`src/rtl/cmp_pkg.sv`:
```
`default_nettype none
package cmp_pkg;

  localparam int MSG_BYTES   = 256;
  localparam int VERB_BYTES  = 16;
  localparam int PARAM_BYTES = 240;

  // Byte counter saturates at MSG_BYTES, so it must be able to hold that value.
  localparam int CNT_W = $clog2(MSG_BYTES + 1);
  localparam int FIELD_MAX = (VERB_BYTES > PARAM_BYTES) ? VERB_BYTES : PARAM_BYTES;
  localparam int FC_W = $clog2(FIELD_MAX);

  localparam int QUEUE_DEPTH = 4;
  localparam int QPTR_W = $clog2(QUEUE_DEPTH);
  localparam int RES_DEPTH = 4;
  localparam int RPTR_W = $clog2(RES_DEPTH);

  localparam int ACC_W = 32;
  localparam logic [ACC_W-1:0] SAT_MAG = 32'h8000_0000;

  localparam logic [7:0] CHAR_SPACE = 8'h20;
  localparam logic [7:0] CHAR_PLUS  = 8'h2B;
  localparam logic [7:0] CHAR_MINUS = 8'h2D;
  localparam logic [7:0] CHAR_ZERO  = 8'h30;
  localparam logic [7:0] CHAR_NINE  = 8'h39;

  localparam logic [0:2][0:3][7:0] PREFIX_TEXT = {"CMD ", "RSP ", "IND "};

  typedef enum logic [2:0] {
    PH_PREFIX,
    PH_VERB,
    PH_STAT_START,
    PH_STAT_SIGN,
    PH_STAT_DIGITS,
    PH_STAT_SKIP,
    PH_PARAMS,
    PH_DONE
  } phase_t;

  typedef enum logic [1:0] {
    KIND_VERB    = 2'd0,
    KIND_PARAM   = 2'd1,
    KIND_SUMMARY = 2'd2
  } kind_t;

  typedef enum logic [1:0] {
    MT_CMD = 2'd0,
    MT_RSP = 2'd1,
    MT_IND = 2'd2
  } mtype_t;

  typedef enum logic [1:0] {
    ERR_NONE   = 2'd0,
    ERR_FORMAT = 2'd1,
    ERR_LENGTH = 2'd2
  } err_t;

  // A byte after classification by the front end.
  typedef struct packed {
    logic [7:0] data;
    logic       last;
    logic       at_limit;
    logic       is_nul;
    logic       is_space;
    logic       is_digit;
    logic       is_plus;
    logic       is_minus;
    logic [2:0] prefix_mask;
  } cls_t;

  typedef struct packed {
    kind_t        kind;
    logic [7:0]   data;
    mtype_t       mtype;
    logic [31:0]  status;
    err_t         err;
    logic         run_last;
  } res_t;

endpackage
`default_nettype wire

```
`src/rtl/cmp_in_if.sv`:
```
`default_nettype none
interface cmp_in_if;
  logic       valid;
  logic       ready;
  logic [7:0] data_byte;
  logic       last_byte;

  modport source (output valid, output data_byte, output last_byte, input ready);
  modport sink (input valid, input data_byte, input last_byte, output ready);
endinterface
`default_nettype wire

```
`src/rtl/cmp_out_if.sv`:
```
`default_nettype none
interface cmp_out_if;
  logic              valid;
  logic              ready;
  logic [1:0]        item_kind;
  logic [7:0]        out_byte;
  logic [1:0]        message_type;
  logic signed [31:0] status_value;
  logic [1:0]        error_code;
  logic              run_last;

  modport source (output valid, output item_kind, output out_byte, output message_type,
                  output status_value, output error_code, output run_last, input ready);
  modport sink (input valid, input item_kind, input out_byte, input message_type,
                input status_value, input error_code, input run_last, output ready);
endinterface
`default_nettype wire

```
`src/rtl/cmp_front.sv`:
```
`default_nettype none
module cmp_front (
  input  logic          clk,
  input  logic          rst,
  cmp_in_if.sink        msg,
  output cmp_pkg::cls_t item,
  output logic          item_valid,
  input  logic          item_ready
);
  import cmp_pkg::*;

  logic [CNT_W-1:0] byte_count;
  logic [CNT_W-1:0] count_inc;
  logic [2:0]       mask;
  logic             take;
  cls_t             cls;

  assign msg.ready = !item_valid || item_ready;
  assign take = msg.valid && msg.ready;

  // Within the prefix the byte position in the message is the prefix position.
  always_comb begin
    count_inc = (byte_count < CNT_W'(MSG_BYTES)) ? byte_count + 1'b1 : byte_count;
    for (int i = 0; i < 3; i++) begin
      mask[i] = (PREFIX_TEXT[i][byte_count[1:0]] == msg.data_byte);
    end
    cls.data        = msg.data_byte;
    cls.last        = msg.last_byte;
    cls.at_limit    = (count_inc >= CNT_W'(MSG_BYTES));
    cls.is_nul      = (msg.data_byte == 8'h00);
    cls.is_space    = (msg.data_byte == CHAR_SPACE);
    cls.is_digit    = (msg.data_byte >= CHAR_ZERO) && (msg.data_byte <= CHAR_NINE);
    cls.is_plus     = (msg.data_byte == CHAR_PLUS);
    cls.is_minus    = (msg.data_byte == CHAR_MINUS);
    cls.prefix_mask = mask;
  end

  always_ff @(posedge clk) begin
    if (rst) begin
      item_valid <= 1'b0;
      byte_count <= '0;
    end else begin
      if (take) begin
        item_valid <= 1'b1;
        byte_count <= msg.last_byte ? '0 : count_inc;
      end else if (item_ready) begin
        item_valid <= 1'b0;
      end
    end
  end

  always_ff @(posedge clk) begin
    if (take) begin
      item <= cls;
    end
  end

endmodule
`default_nettype wire

```
`src/rtl/cmp_item_queue.sv`:
```
`default_nettype none
module cmp_item_queue (
  input  logic          clk,
  input  logic          rst,
  input  cmp_pkg::cls_t in_item,
  input  logic          in_valid,
  output logic          in_ready,
  output cmp_pkg::cls_t out_item,
  output logic          out_valid,
  input  logic          out_ready
);
  import cmp_pkg::*;

  cls_t              mem [QUEUE_DEPTH];
  logic [QPTR_W-1:0] head;
  logic [QPTR_W-1:0] tail;
  logic [QPTR_W:0]   count;
  logic              push;
  logic              pop;

  assign in_ready  = (count < (QPTR_W+1)'(QUEUE_DEPTH));
  assign out_valid = (count != '0);
  assign out_item  = mem[head];
  assign push = in_valid && in_ready;
  assign pop  = out_valid && out_ready;

  always_ff @(posedge clk) begin
    if (rst) begin
      head  <= '0;
      tail  <= '0;
      count <= '0;
    end else begin
      if (push) begin
        tail <= tail + 1'b1;
      end
      if (pop) begin
        head <= head + 1'b1;
      end
      count <= count + (QPTR_W+1)'(push) - (QPTR_W+1)'(pop);
    end
  end

  always_ff @(posedge clk) begin
    if (push) begin
      mem[tail] <= in_item;
    end
  end

endmodule
`default_nettype wire

```
`src/rtl/cmp_back.sv`:
```
`default_nettype none
module cmp_back (
  input  logic          clk,
  input  logic          rst,
  input  cmp_pkg::cls_t item,
  input  logic          item_valid,
  output logic          item_ready,
  cmp_out_if.source     result
);
  import cmp_pkg::*;

  phase_t            phase, phase_next;
  logic [FC_W-1:0]   field_count, field_count_next;
  logic [2:0]        cand, cand_next;
  logic [ACC_W-1:0]  accum, accum_next;
  logic              negative, negative_next;
  logic              digit_seen, digit_seen_next;
  err_t              err_flags, err_flags_next;

  res_t              mem [RES_DEPTH];
  logic [RPTR_W-1:0] head;
  logic [RPTR_W-1:0] tail;
  logic [RPTR_W:0]   count;
  logic              take;
  logic              pop;
  logic              emit;
  kind_t             emit_kind;
  logic [1:0]        n_push;
  res_t              res0;
  res_t              res1;
  res_t              summary;
  logic [35:0]       prod;
  logic [2:0]        mask;
  mtype_t            mtype;
  err_t              err_sum;

  function automatic mtype_t pick_type(input logic [2:0] c);
    if (c[0]) begin
      return MT_CMD;
    end else if (c[1]) begin
      return MT_RSP;
    end
    return MT_IND;
  endfunction

  // Two free entries are needed since one byte can yield a byte and a summary.
  assign item_ready = (count <= (RPTR_W+1)'(RES_DEPTH - 2));
  assign take = item_valid && item_ready;
  assign pop  = result.valid && result.ready;

  always_comb begin
    phase_next       = phase;
    field_count_next = field_count;
    cand_next        = cand;
    accum_next       = accum;
    negative_next    = negative;
    digit_seen_next  = digit_seen;
    err_flags_next   = err_flags;
    emit             = 1'b0;
    emit_kind        = KIND_VERB;
    mask             = cand & item.prefix_mask;
    prod = ({4'b0, accum} << 3) + ({4'b0, accum} << 1) + 36'(item.data[3:0]);

    if (phase != PH_DONE) begin
      if (item.at_limit) begin
        phase_next = PH_DONE;
      end else if (!item.is_nul) begin
        case (phase)
          PH_PREFIX: begin
            cand_next = mask;
            if (mask == 3'b000) begin
              phase_next = PH_DONE;
              if (err_flags == ERR_NONE) err_flags_next = ERR_FORMAT;
            end else if (field_count >= FC_W'(3)) begin
              field_count_next = '0;
              phase_next = PH_VERB;
            end else begin
              field_count_next = field_count + 1'b1;
            end
          end
          PH_VERB: begin
            if (item.is_space) begin
              if (field_count == '0) begin
                phase_next = PH_DONE;
                if (err_flags == ERR_NONE) err_flags_next = ERR_FORMAT;
              end else begin
                field_count_next = '0;
                phase_next = (pick_type(cand) == MT_RSP) ? PH_STAT_START : PH_PARAMS;
              end
            end else if (field_count >= FC_W'(VERB_BYTES - 1)) begin
              phase_next = PH_DONE;
              if (err_flags == ERR_NONE) err_flags_next = ERR_FORMAT;
            end else begin
              field_count_next = field_count + 1'b1;
              emit = 1'b1;
              emit_kind = KIND_VERB;
            end
          end
          PH_STAT_START, PH_STAT_SIGN: begin
            if (item.is_digit) begin
              accum_next = (prod > 36'(SAT_MAG)) ? SAT_MAG : prod[ACC_W-1:0];
              digit_seen_next = 1'b1;
              phase_next = PH_STAT_DIGITS;
            end else if (phase == PH_STAT_START && item.is_minus) begin
              negative_next = 1'b1;
              phase_next = PH_STAT_SIGN;
            end else if (phase == PH_STAT_START && item.is_plus) begin
              phase_next = PH_STAT_SIGN;
            end else begin
              phase_next = PH_DONE;
              if (err_flags == ERR_NONE) err_flags_next = ERR_FORMAT;
            end
          end
          PH_STAT_DIGITS: begin
            if (item.is_digit) begin
              accum_next = (prod > 36'(SAT_MAG)) ? SAT_MAG : prod[ACC_W-1:0];
              digit_seen_next = 1'b1;
            end else if (item.is_space) begin
              phase_next = PH_PARAMS;
            end else begin
              phase_next = PH_STAT_SKIP;
            end
            field_count_next = '0;
          end
          PH_STAT_SKIP: begin
            if (item.is_space) begin
              field_count_next = '0;
              phase_next = PH_PARAMS;
            end
          end
          PH_PARAMS: begin
            if (field_count >= FC_W'(PARAM_BYTES - 1)) begin
              phase_next = PH_DONE;
              if (err_flags == ERR_NONE) err_flags_next = ERR_LENGTH;
            end else begin
              field_count_next = field_count + 1'b1;
              emit = 1'b1;
              emit_kind = KIND_PARAM;
            end
          end
          default: begin
          end
        endcase
      end
    end

    // End of content: a NUL byte, or the final byte while parsing is still open.
    if ((phase != PH_DONE && !item.at_limit && item.is_nul) ||
        (item.last && phase_next != PH_DONE)) begin
      case (phase_next)
        PH_PREFIX, PH_STAT_START, PH_STAT_SIGN: begin
          if (err_flags_next == ERR_NONE) err_flags_next = ERR_FORMAT;
        end
        PH_VERB: begin
          if ((field_count_next == '0 || pick_type(cand_next) == MT_RSP) &&
              err_flags_next == ERR_NONE) begin
            err_flags_next = ERR_FORMAT;
          end
        end
        default: begin
        end
      endcase
      phase_next = PH_DONE;
    end

    err_sum = item.at_limit ? ERR_LENGTH : err_flags_next;
    mtype = pick_type(cand_next);
    summary.kind     = KIND_SUMMARY;
    summary.data     = 8'h00;
    summary.mtype    = MT_CMD;
    summary.status   = 32'h0;
    summary.err      = err_sum;
    summary.run_last = 1'b1;
    if (err_sum == ERR_NONE) begin
      summary.mtype = mtype;
      if (mtype == MT_RSP && digit_seen_next) begin
        if (negative_next) begin
          summary.status = (accum_next >= SAT_MAG) ? 32'h8000_0000 : 32'h0 - accum_next;
        end else begin
          summary.status = (accum_next > 32'h7FFF_FFFF) ? 32'h7FFF_FFFF : accum_next;
        end
      end
    end

    res0.kind     = emit_kind;
    res0.data     = item.data;
    res0.mtype    = MT_CMD;
    res0.status   = 32'h0;
    res0.err      = ERR_NONE;
    res0.run_last = 1'b0;
    res1 = summary;
    if (!emit) begin
      res0 = summary;
    end
    n_push = 2'(emit) + 2'(item.last);

    // The summary returns all parse state to its reset value.
    if (item.last) begin
      phase_next       = PH_PREFIX;
      field_count_next = '0;
      cand_next        = 3'b111;
      accum_next       = '0;
      negative_next    = 1'b0;
      digit_seen_next  = 1'b0;
      err_flags_next   = ERR_NONE;
    end
  end

  always_ff @(posedge clk) begin
    if (rst) begin
      phase       <= PH_PREFIX;
      field_count <= '0;
      cand        <= 3'b111;
      accum       <= '0;
      negative    <= 1'b0;
      digit_seen  <= 1'b0;
      err_flags   <= ERR_NONE;
      head        <= '0;
      tail        <= '0;
      count       <= '0;
    end else begin
      if (take) begin
        phase       <= phase_next;
        field_count <= field_count_next;
        cand        <= cand_next;
        accum       <= accum_next;
        negative    <= negative_next;
        digit_seen  <= digit_seen_next;
        err_flags   <= err_flags_next;
        tail        <= tail + RPTR_W'(n_push);
      end
      if (pop) begin
        head <= head + 1'b1;
      end
      count <= count + (take ? (RPTR_W+1)'(n_push) : '0) - (RPTR_W+1)'(pop);
    end
  end

  always_ff @(posedge clk) begin
    if (take && n_push != 2'd0) begin
      mem[tail] <= res0;
    end
    if (take && n_push == 2'd2) begin
      mem[tail + 1'b1] <= res1;
    end
  end

  assign result.valid        = (count != '0);
  assign result.item_kind    = mem[head].kind;
  assign result.out_byte     = mem[head].data;
  assign result.message_type = mem[head].mtype;
  assign result.status_value = mem[head].status;
  assign result.error_code   = mem[head].err;
  assign result.run_last     = mem[head].run_last;

endmodule
`default_nettype wire

```
`src/rtl/control_message_parser.sv`:
```
// Path: a byte's result passes the front-end register, the item queue and the result queue
// in order; a summary behind a byte result of the same input is offered once it transfers.
// Throughput: one byte per cycle while results are taken without stall; an input giving a
// byte result and a summary holds two slots of the result queue, limited by its single read port.
// Reset (rst, synchronous): empties all queues and puts the parser in the prefix phase.
`default_nettype none
module control_message_parser (
  input  logic      clk,
  input  logic      rst,
  cmp_in_if.sink    msg,
  cmp_out_if.source result
);
  import cmp_pkg::*;

  cls_t front_item;
  logic front_valid;
  logic front_ready;
  cls_t queue_item;
  logic queue_valid;
  logic queue_ready;

  cmp_front u_front (
    .clk        (clk),
    .rst        (rst),
    .msg        (msg),
    .item       (front_item),
    .item_valid (front_valid),
    .item_ready (front_ready)
  );

  cmp_item_queue u_queue (
    .clk       (clk),
    .rst       (rst),
    .in_item   (front_item),
    .in_valid  (front_valid),
    .in_ready  (front_ready),
    .out_item  (queue_item),
    .out_valid (queue_valid),
    .out_ready (queue_ready)
  );

  cmp_back u_back (
    .clk        (clk),
    .rst        (rst),
    .item       (queue_item),
    .item_valid (queue_valid),
    .item_ready (queue_ready),
    .result     (result)
  );

endmodule
`default_nettype wire
```
`src/flat_wrapper.sv`:
```
// flat-port wrapper written by rule: the top's interface ports become plain ports
module control_message_parser_flat import cmp_pkg::*;
  (clk, rst, msg_valid, msg_data_byte, msg_last_byte, msg_ready, result_valid, result_item_kind, result_out_byte, result_message_type, result_status_value, result_error_code, result_run_last, result_ready);
  cmp_in_if msg_i ();
  cmp_out_if result_i ();
  input  logic clk;
  input  logic rst;
  input wire logic [$bits(msg_i.valid)-1:0] msg_valid;
  input wire logic [$bits(msg_i.data_byte)-1:0] msg_data_byte;
  input wire logic [$bits(msg_i.last_byte)-1:0] msg_last_byte;
  output wire logic [$bits(msg_i.ready)-1:0] msg_ready;
  output wire logic [$bits(result_i.valid)-1:0] result_valid;
  output wire logic [$bits(result_i.item_kind)-1:0] result_item_kind;
  output wire logic [$bits(result_i.out_byte)-1:0] result_out_byte;
  output wire logic [$bits(result_i.message_type)-1:0] result_message_type;
  output wire logic [$bits(result_i.status_value)-1:0] result_status_value;
  output wire logic [$bits(result_i.error_code)-1:0] result_error_code;
  output wire logic [$bits(result_i.run_last)-1:0] result_run_last;
  input wire logic [$bits(result_i.ready)-1:0] result_ready;
  assign msg_i.valid = msg_valid;
  assign msg_i.data_byte = msg_data_byte;
  assign msg_i.last_byte = msg_last_byte;
  assign msg_ready = msg_i.ready;
  assign result_valid = result_i.valid;
  assign result_item_kind = result_i.item_kind;
  assign result_out_byte = result_i.out_byte;
  assign result_message_type = result_i.message_type;
  assign result_status_value = result_i.status_value;
  assign result_error_code = result_i.error_code;
  assign result_run_last = result_i.run_last;
  assign result_i.ready = result_ready;
  control_message_parser u_core (.clk(clk), .rst(rst), .msg(msg_i), .result(result_i));
endmodule
```
`config.mk`:
```
export PLATFORM = sky130hd
export DESIGN_NAME = control_message_parser_flat
export DESIGN_NICKNAME = d
export VERILOG_FILES = /design/src/rtl/cmp_pkg.sv /design/src/rtl/cmp_in_if.sv /design/src/rtl/cmp_out_if.sv /design/src/rtl/cmp_front.sv /design/src/rtl/cmp_item_queue.sv /design/src/rtl/cmp_back.sv /design/src/rtl/control_message_parser.sv /design/src/flat_wrapper.sv
export SDC_FILE = /design/constraint.sdc
export NUM_CORES = 1
export LEC_CHECK = 0
export BUFFER_PORTS_ARGS = -buffer_cell sky130_fd_sc_hd__buf_2
export CORE_AREA = 3 3 211 213
export CTS_BUF_LIST = sky130_fd_sc_hd__clkbuf_2 sky130_fd_sc_hd__clkbuf_4 sky130_fd_sc_hd__clkbuf_8
export DETAILED_ROUTE_END_ITERATION = 8
export DIE_AREA = 0 0 214 216
export HOLD_SLACK_MARGIN = 0.03
export PLACE_DENSITY = 0.67
export SYNTH_ARGS = -nofsm -noshare
export SYNTH_HDL_FRONTEND = slang
export SYNTH_SLANG_ARGS = --single-unit
```
`constraint.sdc`:
```
create_clock -name clk -period 9.2 [get_ports clk]
set_clock_uncertainty 0.1 [all_clocks]
set_input_delay 0.46 -clock clk [delete_from_list [all_inputs] [get_ports clk]]
set_output_delay 0.46 -clock clk [all_outputs]
set_load 0.02 [all_outputs]
```
[Yosys cells after proc, flatten, opt, wreduce, memory -nomap -nowiden]
Memory sizes are Yosys's and may differ from the RTL's. A register that Yosys moved wholly into a read port is not among the register bits.
Index checks and enable logic that the tools add are counted.
Word-level totals
  register bits after elaboration: 92
  memory bits (writable): 260
  input bits: 13
  word-level logic and storage cells: 263
  memories kept: 2
Cells by class
  $add $sub $neg: 15
  order comparisons: 13
  equality and inequality tests: 23
  mux-type cells: 145
  bitwise logic cells: 2
  reduce and logical (&&, ||, !) cells: 38
Memory list
  u_core.u_back.mem: depth 4, width 47, rd ports 1, clocked after Yosys merged registers in 1, write ports 2, RTL line cmp_back.sv:20  | res_t mem [RES_DEPTH];
  u_core.u_queue.mem: depth 4, width 18, rd ports 1, clocked after Yosys merged registers in 1, write ports 1, RTL line cmp_item_queue.sv:14  | cls_t mem [QUEUE_DEPTH];
Operators by type and width (number)
  32-bit 2-to-1 mux: 11
  8-bit 2-to-1 mux: 17
  2-bit 2-to-1 mux: 39
  3-bit 2-to-1 mux: 22
  8-bit binary-select mux with 2-bit select: 3
  47-bit 2-to-1 mux: 1
  1-bit 2-to-1 mux: 44
  8-bit one-hot mux with 5 select lines: 1
  35-bit by 33-bit adder with 36-bit output: 1
  36-bit by 4-bit adder with 36-bit output: 1
  36-bit by 32-bit > comparator with 1-bit output, second input constant: 1
  34-bit 2-to-1 mux: 1
  32-bit >= comparator, second input constant: 1
  32-bit by 31-bit > comparator with 1-bit output, second input constant: 1
  1-bit by 32-bit subtractor with 32-bit output, first input constant: 1
  8-bit by 6-bit equality test with 1-bit output, second input constant: 3
  8-bit equality test: 3
  8-bit logical NOT: 3
  9-bit 2-to-1 mux: 2
  3-bit one-hot mux with 6 select lines: 1
  1-bit logical AND: 14
  3-bit by 2-bit equality test with 1-bit output, second input constant: 4
  9-bit by 1-bit adder with 9-bit output, second input constant: 1
  3-bit equality test, second input constant: 3
  36 further kinds: 57

[Depth between registers and ports, before layout]
Gate-level depths: netlist of run 1.
  depth in word-level cells: 40
  mapped depth: 29
  mapped depth without buffers: 24

[Cells and area by module]
From an unflattened synthesis of run 1, not the netlist that was laid out.
Unflattened totals
  cell total of the unflattened synthesis: 1845
  area, all modules: 19708.9 µm²
By module, submodules not included
  cmp_back: instances 1, cells each 1587, area each 15250.9 µm²
  cmp_item_queue: instances 1, cells each 140, area each 3088.0 µm²
  cmp_front: instances 1, cells each 118, area each 1370.1 µm²

[Worst setup path after synthesis of run 1]
No wires, ideal clock.
  kind: register -> register
  start point: register with a tool-made name
  end point: memory u_core.u_back.mem[1][19] (netlist bit), data pin
  arrival: 6057 ps
  data required time: 8833 ps
  slack: 2776 ps
  stages on the path, launching flop included: 28
  clock period less this slack: 6424 ps
  cells stage by stage: dfxtp_1 buf_6 buf_2 mux4_2 fa_1 ha_1 a211o_1 a21boi_1 o21a_1 o211ai_1 o22ai_1 mux2i_1 and4_1 buf_2 buf_4 nand2_1 nand2_1 a22o_1 inv_1 ha_1 o21ai_0 nor2_1 o311a_1 and2_0 clkbuf_1 a211oi_1 a2111oi_4 nor2_1
RTL lines (RTL line)
  end: declaration: cmp_back.sv:20

==> qor.yml, run 1 <==
pwr:
  powerDensity_mw_per_mm2: 242
  ir_drop_mv: 0.134
  p_leak_nw: 7.55
die:
  pin_count: 62
  die_w_um: 214
  rows: 76
  start_util_pct: 44.9
  dieArea_mm2: 0.0462
  die_y_um: 216
  placeableCoreArea_mm2: 0.0429
timing:
  fin_crit_ps: 7420
  hold_viol_final: 0
  worst_slew_pin_slew_ps: 981
  drv_slew: 0
  finalSetupViolCount: 0
  rsz0062_at_grt: "no"
  period_share_pct: 80.7
  max_freq_mhz: 135
  fin_ws_ps: 1780
  max_slew_margin_pct: 34.6
  fin_tns_setup_ps: 0
cts:
  clock_sinks: 352
  cts_setup_buffers: 0
  cts_tree: "yes"
  clk_latency_ps: 640
  ctsHtreeMaxLevel: 2
  cts_buffer_depth: 3
  clk_pin_slew_ps: 60
  root_buffer: "clkbuf_8"
  cts_resized: 0
  cts_buffers: 57
drt:
  ant_nets: 0
  dr.pass1.iters: 6
  wire_per_inst_um: 19.9
  drc: 0
  dr_total_vias: 14900
  routed_wl_um: 49700
  drtIter0Drc: 1336
  viasPerCell: 5.93
synth:
  netlist.area_leader.share_pct: 36.5
  yosysSeqAreaShare_pct: 48.8
  synth.net_count: 1929
  synth_warnings: 0
  synth_top_area_cell: "edfxtp_1"
  synth-main-ff-cell: "edfxtp_1"
  synth.avg_cell_area_um2: 10.5
  synthesis.area_mm2: 0.0193
  synth_edf_count: 234
  synthTopCellsByArea: "edfxtp_1, dfxtp_1, mux4_2"
  synth-seq-cells: 352
  synth_cell_types: 92
  async_flop_share_pct: 0
  netlist_instances: 1829
critical_path:
  critPathKind: "reg2reg"
  worstSetupEndpointType: "flop"
  cp.arrival_ps: 7710
  worst-path-max-fanout: 17
  required_ps: 9480
  critPathLaunchType: "flop"
global_route:
  antenna_found_initial: 0
  grt_pass1_vias: 14400
  grt_first_pass_wirelength_um: 80000
  busiest_layer: "met2"
  met2_usage_pct: 34.5
  use_met1_pct: 30.2
  grt_usage_pct: 21.3
  met3_usage_pct: 3.20
  grt_max_degree: 65
  grt.overflow.total: 0
placed_design:
  place.port_buffers: 61
  placed_cell_area_mm2: 0.0200
  dp_slack_ps: 1820
  dp.cells: 2388
  dp_hpwl_um: 34400
  globalplace.congestion: 0.951
layout:
  multi_input_area_mm2: 0.00927
  nFillCells: 3821
  final-seq-area_mm2: 0.00939
  final_util_pct: 49.7
  antenna_cells: 0
  nets: 1971
  drive_gt1_share_pct: 14.7
  stdcell_area_mm2: 0.0213
  synthToLayoutAreaGrowth_pct: 10.8
  instances_no_fill: 2503
outcome:
  status: "completed"
worst_hold_path:
  hold_class: "in2reg"
run:
  maxCapViolCount: 0
-- cells by family after synthesis --
group                      synth area share (%)
AOI/OAI and AO/OA                          15.5
muxes                                      8.05
xor gates and xnor gates                   2.09
adders and majority gates                  5.81
buffers and inverters                      3.27
and+or+nand+nor                            16.5
DFF                                        48.8
-- state kept, by name, summed over array words and instances (netlist names), 3 cells and up, named ones only --
register / count
u_core.u_queue.mem: 72
u_core.u_back.phase: 3
u_core.u_back.accum: 32
u_core.u_front.item: 18
u_core.u_back.mem: 184
u_core.u_back.cand: 3
u_core.u_back.count: 3
u_core.u_front.byte_count: 9
u_core.u_back.field_count: 8
u_core.u_queue.count: 3
-- final cells by class --
class	count	area share [%]
Tap cell	585	3.43
Clock inverter	26	1.23
Sequential cell	352	44.0
Multi-Input combinational cell	1329	43.4
Clock buffer	80	4.52
Timing Repair Buffer	94	2.70
Inverter	37	0.651
-- worst max-delay path, cell delays in order (launching register included) --
cell       delay (ps)
dfxtp_1           630
mux4_2            610
fa_1              470
ha_1              330
a211o_1           320
a21boi_1          410
o21a_1            320
o211ai_1          180
o22ai_1           290
mux2i_1           310
and4_1            680
nand2_1           350
nand2_1           240
a22o_1            230
inv_1              60
ha_1              200
o21ai_0           150
nor2_1             90
o311a_1           210
and2_0            290
and4_1            250
a2111oi_4         350
nor2_1             90
-- layout by cell type, fill, tap and decap left out, drive strengths merged, types with 29 or more instances in the layout --
cell type / instances
nand2: 142
nor2: 275
nor3: 55
dfxtp: 118
inv: 40
mux4: 63
buf: 85
a21oi: 102
ha: 83
a22oi: 33
clkbuf: 80
edfxtp: 234
o21ai: 105
nand3: 29
-- report_power, final --
part / switching [W] / internal, W / total, W
sequential: 0.000103 / 0.00187 / 0.00198
clock: 0.000618 / 0.000822 / 0.00144
combinational: 0.00115 / 0.000604 / 0.00175
-- final timing paths --
check	endpoint	slack, ps	startpoint	cells after the start
worst max register to register	u_core.u_back.mem[1][19]	1780	flop	22
worst min-delay path	u_core.u_front.item[11]	90	msg_data_byte[1]	1
worst max-delay path	u_core.u_back.mem[1][19]	1780	flop	22
worst min register to register	u_core.u_back.mem[0][0]	340	u_core.u_back.mem[0][0]	2
-- stage by stage --
stage | hold slack [ps] | total power [W]
4_1_cts | 46.5 | 0.00520
6_report | 89.1 | 0.00517
3_5_place_dp | 336 | 0.00375
2_1_floorplan | 318 | 0.00324
5_1_grt | 61.8 | 0.00544
3_3_place_gp | 330 | 0.00373
-- cell usage after synthesis, drive strengths merged (26+ instances only) --
cell	n
o21ai	105
dfxtp	118
edfxtp	234
a211oi	26
nand3	29
inv	37
nand2	142
buf	34
a22oi	33
nor3	55
a21oi	102
ha	83
clkbuf	77
mux4	63
nor2	275
and2	26
-- repair_timing --
item	4_1_cts	5_1_grt
endpoints found under the hold margin	9	0
hold buffers	9	0
endpoints found under the setup margin	0	0
-- layer usage --
metal / share of wire (%) / wire length [µm]
met2: 47 / 23100
met1: 45 / 22500
met5: 0 / 0
met4: 1.8 / 912
met3: 6.5 / 3220
(Power assumes the default switching activity.)
==> run 2: changes to the inputs <==
- clock period: 9.2 -> 7.8 ns (I/O delays scaled with it)
==> run 2 against run 1 <==
Net effect:
- cell area increased by 0.93%
- critical path depth increased by 3
- non-clock buffer count increased by 4
- combinational power increased by 16%
- via count about the same
- first-iteration DRC count grew 0.45%
- final cell count is 0.32% higher
- sequential share of layout area is 0.40 points lower
- routed wire length rose by 2.5%
- clock-buffer cell count fell by 3
- total power grew 22%
- largest power group unchanged
- highest routed layer unchanged
==> qor.yml, run 2 (synthesis gave the netlist of run 1 again) <==
timing:
  hold_viol_final: 0  # unchanged
  fin_ws_ps: 510  # -1270 ps
  period_share_pct: 93.5  # +13 points
  drv_slew: 0  # unchanged
  max_slew_margin_pct: 26.7  # -7.9 points
  fin_crit_ps: 7290  # -134 ps
  finalSetupViolCount: 0  # unchanged
  fin_tns_setup_ps: 0  # unchanged
  rsz0062_at_grt: "no"
  worst_slew_pin_slew_ps: 1090  # +113 ps
  max_freq_mhz: 137  # +1.8%
  whs_ps: 109  # +20.3 ps
critical_path:
  worstSetupEndpointType: "flop"
  worst-path-max-fanout: 17  # unchanged
  critPathLaunchType: "flop"
  critPathKind: "reg2reg"
  required_ps: 8080  # -1400 ps
  cp.arrival_ps: 7570  # -140 ps
global_route:
  grt_pass1_vias: 14600  # +0.93%
  grt_max_degree: 65  # unchanged
  grt_first_pass_wirelength_um: 80700  # +0.97%
  grt_usage_pct: 21.7  # +0.40 points
  antenna_found_initial: 0  # unchanged
  grt.overflow.total: 0  # unchanged
pwr:
  ir_drop_mv: 0.160  # +19%
  p_leak_nw: 7.64  # +1.2%
  powerDensity_mw_per_mm2: 293  # +21%
drt:
  drc: 0  # unchanged
  wl_met2_um: 23700  # +2.2%
  viasPerCell: 5.92  # -0.30%
  drtIter0Drc: 1342  # +0.45%
  top_layer_used: "met4"
  ant_nets: 0  # unchanged
  dr.pass1.iters: 6  # unchanged
  dr_total_vias: 14900  # +0.020%
  drt-met1-wl_um: 22800  # +1.5%
  wire_per_inst_um: 20.3  # +2.2%
  routed_wl_um: 51000  # +2.5%
  wl_met3_um: 3300  # +2.6%
layout:
  final_util_pct: 50.2  # +0.46 points
  largest_reg_flops: 184  # unchanged
  drive_gt1_share_pct: 15.3  # +0.56 points
  nets: 1976  # +0.25%
  synthToLayoutAreaGrowth_pct: 11.8
  final_cell_mix: "nor2_1, edfxtp_1, nand2_1, dfxtp_1, a21oi_1"
  antenna_cells: 0  # unchanged
  reg_top3: "u_core.u_back.mem (184), u_core.u_queue.mem (72), u_core.u_back.accum (32)"
  instances_no_fill: 2511  # +0.32%
  top_register: "u_core.u_back.mem"
  final_common_cell: "nor2_1"
die:
  die_w_um: 214  # unchanged
  placeableCoreArea_mm2: 0.0429  # unchanged
  die_y_um: 216  # unchanged
  dieArea_mm2: 0.0462  # unchanged
  pin_count: 62  # unchanged
  rows: 76  # unchanged
  start_util_pct: 44.9  # unchanged
placed_design:
  dp_slack_ps: 721  # -1100 ps
  dp_hpwl_um: 35400  # +2.8%
  dp.cells: 2391  # +0.13%
  place.port_buffers: 61  # unchanged
  globalplace.congestion: 0.934  # -1.8%
cts:
  clock_sinks: 352  # unchanged
  root_buffer: "clkbuf_8"
  clk_pin_slew_ps: 60  # about the same
  ctsHtreeMaxLevel: 2  # unchanged
  cts_buffer_depth: 3  # unchanged
  cts_resized: 0  # unchanged
  cts_setup_buffers: 0  # unchanged
  cts_buffers: 58  # +1.8%
  clk_latency_ps: 670  # +30 ps
  cts_tree: "yes"
run:
  maxCapViolCount: 0  # unchanged
worst_hold_path:
  hold_class: "in2reg"
outcome:
  status: "completed"
[run 2: changes by cell type in the layout (fill, tap and decap cells not counted), moves of 2 or more]
cell / before / now
clkinvlp_4: 0 / 2
bufinv_16: 5 / 8
buf_4: 24 / 27
inv_8: 3 / 1
clkinv_1: 13 / 8
clkinv_2: 4 / 11
clkbuf_4: 22 / 10
clkbuf_8: 58 / 67
[run 2: final timing paths]
| kind | cells after the start | start | slack [ps] | endpoint |
|---|---|---|---|---|
| worst min-delay path | 4 | result_ready | 110 | flop |
| worst max-delay path | 25 | flop | 510 | u_core.u_back.mem[2][19] |
| worst min register to register | 2 | u_core.u_back.mem[2][0] | 340 | u_core.u_back.mem[2][0] |
| worst max register to register | 25 | flop | 510 | u_core.u_back.mem[2][19] |
[run 2: metrics by stage]
| step | total power (W) | cell area (µm²) |
|---|---|---|
| finish | 0.00631 | 21500 |
| global placement | 0.00441 | 20000 |
| global route | 0.00663 | 21500 |
| detailed placement | 0.00445 | 20000 |
| floorplan | 0.00382 | 19300 |
| CTS | 0.00635 | 21500 |
[run 2: what timing repair did]
item,4_1_cts,5_1_grt
hold endpoints to repair,14,0
hold buffers,10,0
endpoints found under the setup margin,0,0
[run 2: power breakdown]
| part | total (W) | internal [W] | switching (W) |
|---|---|---|---|
| registers | 0.00238 | 0.00221 | 0.000173 |
| logic | 0.00203 | 0.000722 | 0.00131 |
| clock network | 0.00190 | 0.00111 | 0.000785 |
[run 2: area by class of cell]
type                       count  area [µm²]
timing repair buffer          98         608
tap                          585         732
sequential                   352        9390
clock inverter                33         393
fill                        3796       21400
clock buffer                  77         997
multi-input combinational   1329        9270
inverter                      37         139
[run 2: routing by layer]
layer	vias to the layer above	GRT usage, %
li1	6973	-
met1	7257	30.5
met2	538	34.9
met3	88	3.51
met4	0	6.56
met5	-	0
[run 2: worst max-delay path, cell delays in order (launching register included)]
cell and delay (ps):
dfxtp_1 390, buf_4 340, mux4_2 610, ha_1 230, ha_1 210, inv_1 70, fa_1 200, nor2b_1 70
o31a_1 330, o31ai_2 450, a21oi_1 160, o211a_1 300, a211oi_1 380, nor4b_1 600, nand4_1 370, nand2_1 260
a22o_1 230, inv_1 60, ha_1 200, o21ai_0 160, nor2_1 80, o311a_1 200, and2_0 300, and4_1 250
a2111oi_4 350, nor2_1 90
==> run 3: changes to the inputs <==
- CORE_AREA: 3 3 211 213 -> 3 3 250 252
- DIE_AREA: 0 0 214 216 -> 0 0 253 255
- PLACE_DENSITY: 0.67 -> 0.52
==> run 3 against run 2 <==
Net effect:
- sequential power hardly changed
- critical path depth is 3 lower
- non-clock buffer count is 1 lower
- cell area is 0.40% higher
- largest cell class unchanged
- clock-buffer cell count is 1 higher
- die area is 40% higher
- final cell count is 7.7% higher
- total power is 1.7% lower
- combinational power is 5% higher
- routed wire length is 11% higher
- worst setup slack better by 120 ps
==> qor.yml, run 3 (synthesis gave the netlist of run 1 again) <==
outcome:
  status: "completed"
cts:
  clock_sinks: 352  # unchanged
  cts_buffer_depth: 3  # unchanged
  ctsHtreeMaxLevel: 2  # unchanged
  root_buffer: "clkbuf_8"
  cts_buffers: 57  # -1.7%
  clk_latency_ps: 660  # about the same
  clk_pin_slew_ps: 70  # about the same
  cts_tree: "yes"
layout:
  reg_top3: "u_core.u_back.mem (184), u_core.u_queue.mem (72), u_core.u_back.accum (32)"
  final_common_cell: "nor2_1"
  top_register: "u_core.u_back.mem"
  instances_no_fill: 2704  # +7.7%
  drive_gt1_share_pct: 15.1  # -0.18 points
  stdcell_area_mm2: 0.0216  # +0.40%
  largest_reg_flops: 184  # unchanged
  antenna_cells: 0  # unchanged
  final_cell_mix: "nor2_1, edfxtp_1, nand2_1, dfxtp_1, a21oi_1"
  synthToLayoutAreaGrowth_pct: 12.2
  nets: 1974  # -0.10%
  final_util_pct: 35.8  # -14 points
global_route:
  grt_pass1_vias: 14900  # +2.3%
  grt_first_pass_wirelength_um: 86900  # +7.6%
  antenna_found_initial: 2  # +2
  grt.overflow.total: 0  # unchanged
  grt_max_degree: 65  # unchanged
  grt_usage_pct: 17.3  # -4.4 points
pwr:
  pwr-share-comb_pct: 34.3  # +2.1 points
  ir_drop_mv: 0.253  # +58%
  power.switching_w: 0.00232  # +2.3%
  internal_power_w: 0.00388  # -4.0%
  switching_share_pct: 37.4  # +1.5 points
  pwr-share-seq_pct: 38.0  # +0.3 points
  power_frac_clock_pct: 27.7  # -2.4 points
  p_leak_nw: 7.56  # -1.1%
  powerDensity_mw_per_mm2: 287  # -2.1%
timing:
  max_slew_margin_pct: 23.3  # -3.4 points
  fin_crit_ps: 7170  # -116 ps
  hold_viol_final: 0  # unchanged
  max_freq_mhz: 139  # +1.6%
  period_share_pct: 92.0  # -1.5 points
  finalSetupViolCount: 0  # unchanged
  rsz0062_at_grt: "no"
  worst_slew_pin_slew_ps: 1140  # +44.4 ps
  fin_tns_setup_ps: 0  # unchanged
  drv_slew: 0  # unchanged
placed_design:
  globalplace.congestion: 0.905  # -3.1%
  place.port_buffers: 61  # unchanged
  dp.cells: 2587  # +8.2%
  placed_cell_area_mm2: 0.0203  # +1.2%
  dp_hpwl_um: 39100  # +10%
drt:
  routed_wl_um: 56600  # +11%
  dr.pass1.iters: 6  # unchanged
  viasPerCell: 5.53  # -6.5%
  dr_total_vias: 15000  # +0.63%
  drtIter0Drc: 1116  # -17%
  drc: 0  # unchanged
  ant_nets: 0  # unchanged
  wire_per_inst_um: 20.9  # +3.1%
die:
  dieArea_mm2: 0.0645  # +40%
  placeableCoreArea_mm2: 0.0604  # +41%
  die_y_um: 255  # +18%
  rows: 90  # +18%
  die_w_um: 253  # +18%
  start_util_pct: 31.9  # -13 points
  pin_count: 62  # unchanged
critical_path:
  worst-path-max-fanout: 7  # -10
  ff2ff_path_depth: 22  # -12%
  max_stage_delay_ps: 570  # -40 ps
  critPathLaunchType: "flop"
  timing.rr.end: "u_core.u_back.mem[3][19]"
  cp.arrival_ps: 7460  # -110 ps
  crit_slowest_cell: "mux4_2"
  critPathKind: "reg2reg"
  crit_family: "compound AO/OA/AOI/OAI gates"
  crit_chain: "mux4_2 -> fa_1 -> ha_1 -> a211o_1 -> a21boi_1 -> o21a_1 -> nand4_1 -> a21o_1 -> a211oi_1 -> nor4b_1 -> nand4_1 -> nand2_1 -> a22o_1 -> inv_1 -> ha_1 -> o21ai_0 -> nor2_1 -> o311a_1 -> and2_0 -> and4_1 -> a2111oi_4 -> nor2_1"
  path_buf_inv: 1  # -2
  required_ps: 8090  # about the same
  cp.depth: 22  # -12%
  rrSetupSlack_ps: 630  # +120 ps
  worstSetupEndpointType: "flop"
worst_hold_path:
  hold_class: "in2reg"
  hp-start: "result_ready"
  whs_endpoint: "u_core.u_back.head[0]"
  whs_path_depth: 4  # unchanged
run:
  maxCapViolCount: 0  # unchanged
[run 3: routing by layer]
metal,global-route usage [%],wire length [µm],vias up,part of all wire (%)
met5,0,0,-,0
met4,5.37,1470,0,2.6
met3,2.54,2900,97,5.1
met2,30.2,28000,458,49
met1,22.1,24200,7410,43
li1,-,-,6985,-
[run 3: area by class of cell]
class / count / area [µm²]
clock buffers: 78 / 961
clock inverters: 29 / 267
fillers: 6054 / 38700
inverters: 37 / 139
multi-input cells: 1329 / 9270
flip-flops and latches: 352 / 9400
well taps: 782 / 978
repair buffers: 97 / 601
[run 3: worst min-delay path: cells and delay by family]
family        cells  cell delay (ps)
xor+xnor          1              110
buf+inv           1               70
simple gates      2              260
[run 3: stage by stage]
stage	hold WS, ps	setup WS [ps]	total power [W]
6_report	121	625	0.00620
5_1_grt	146	281	0.00654
4_1_cts	58.4	786	0.00628
3_5_place_dp	333	828	0.00453
3_3_place_gp	327	993	0.00451
2_1_floorplan	318	1380	0.00382
[run 3: worst max-delay path by stage]
| stage | slack, ps | start | endpoint |
|---|---|---|---|
| 6_report | 630 | flop | u_core.u_back.mem[3][19] |
| 5_1_grt | 280 | flop | u_core.u_back.mem[0][19] |
| 4_1_cts | 790 | flop | u_core.u_back.mem[3][19] |
| 3_5_place_dp | 830 | flop | u_core.u_back.mem[3][19] |
| 3_3_place_gp | 990 | flop | u_core.u_back.mem[0][19] |
| 2_1_floorplan | 1380 | flop | u_core.u_back.mem[1][19] |
[run 3: power by group through the flow]
stage	logic [W]	clock network [W]	registers, W
detailed placement	0.00214	0	0.00240
finish	0.00213	0.00172	0.00236
floorplan	0.00152	0	0.00230
CTS	0.00215	0.00177	0.00236
global route	0.00231	0.00184	0.00238
global placement	0.00213	0	0.00239
[run 3: repair_timing]
item,in CTS,in global routing
endpoints found under the hold margin,14,0
setup endpoints to repair,0,0
hold buffers,10,0
buffers inserted,0,0
resized for setup,0,0
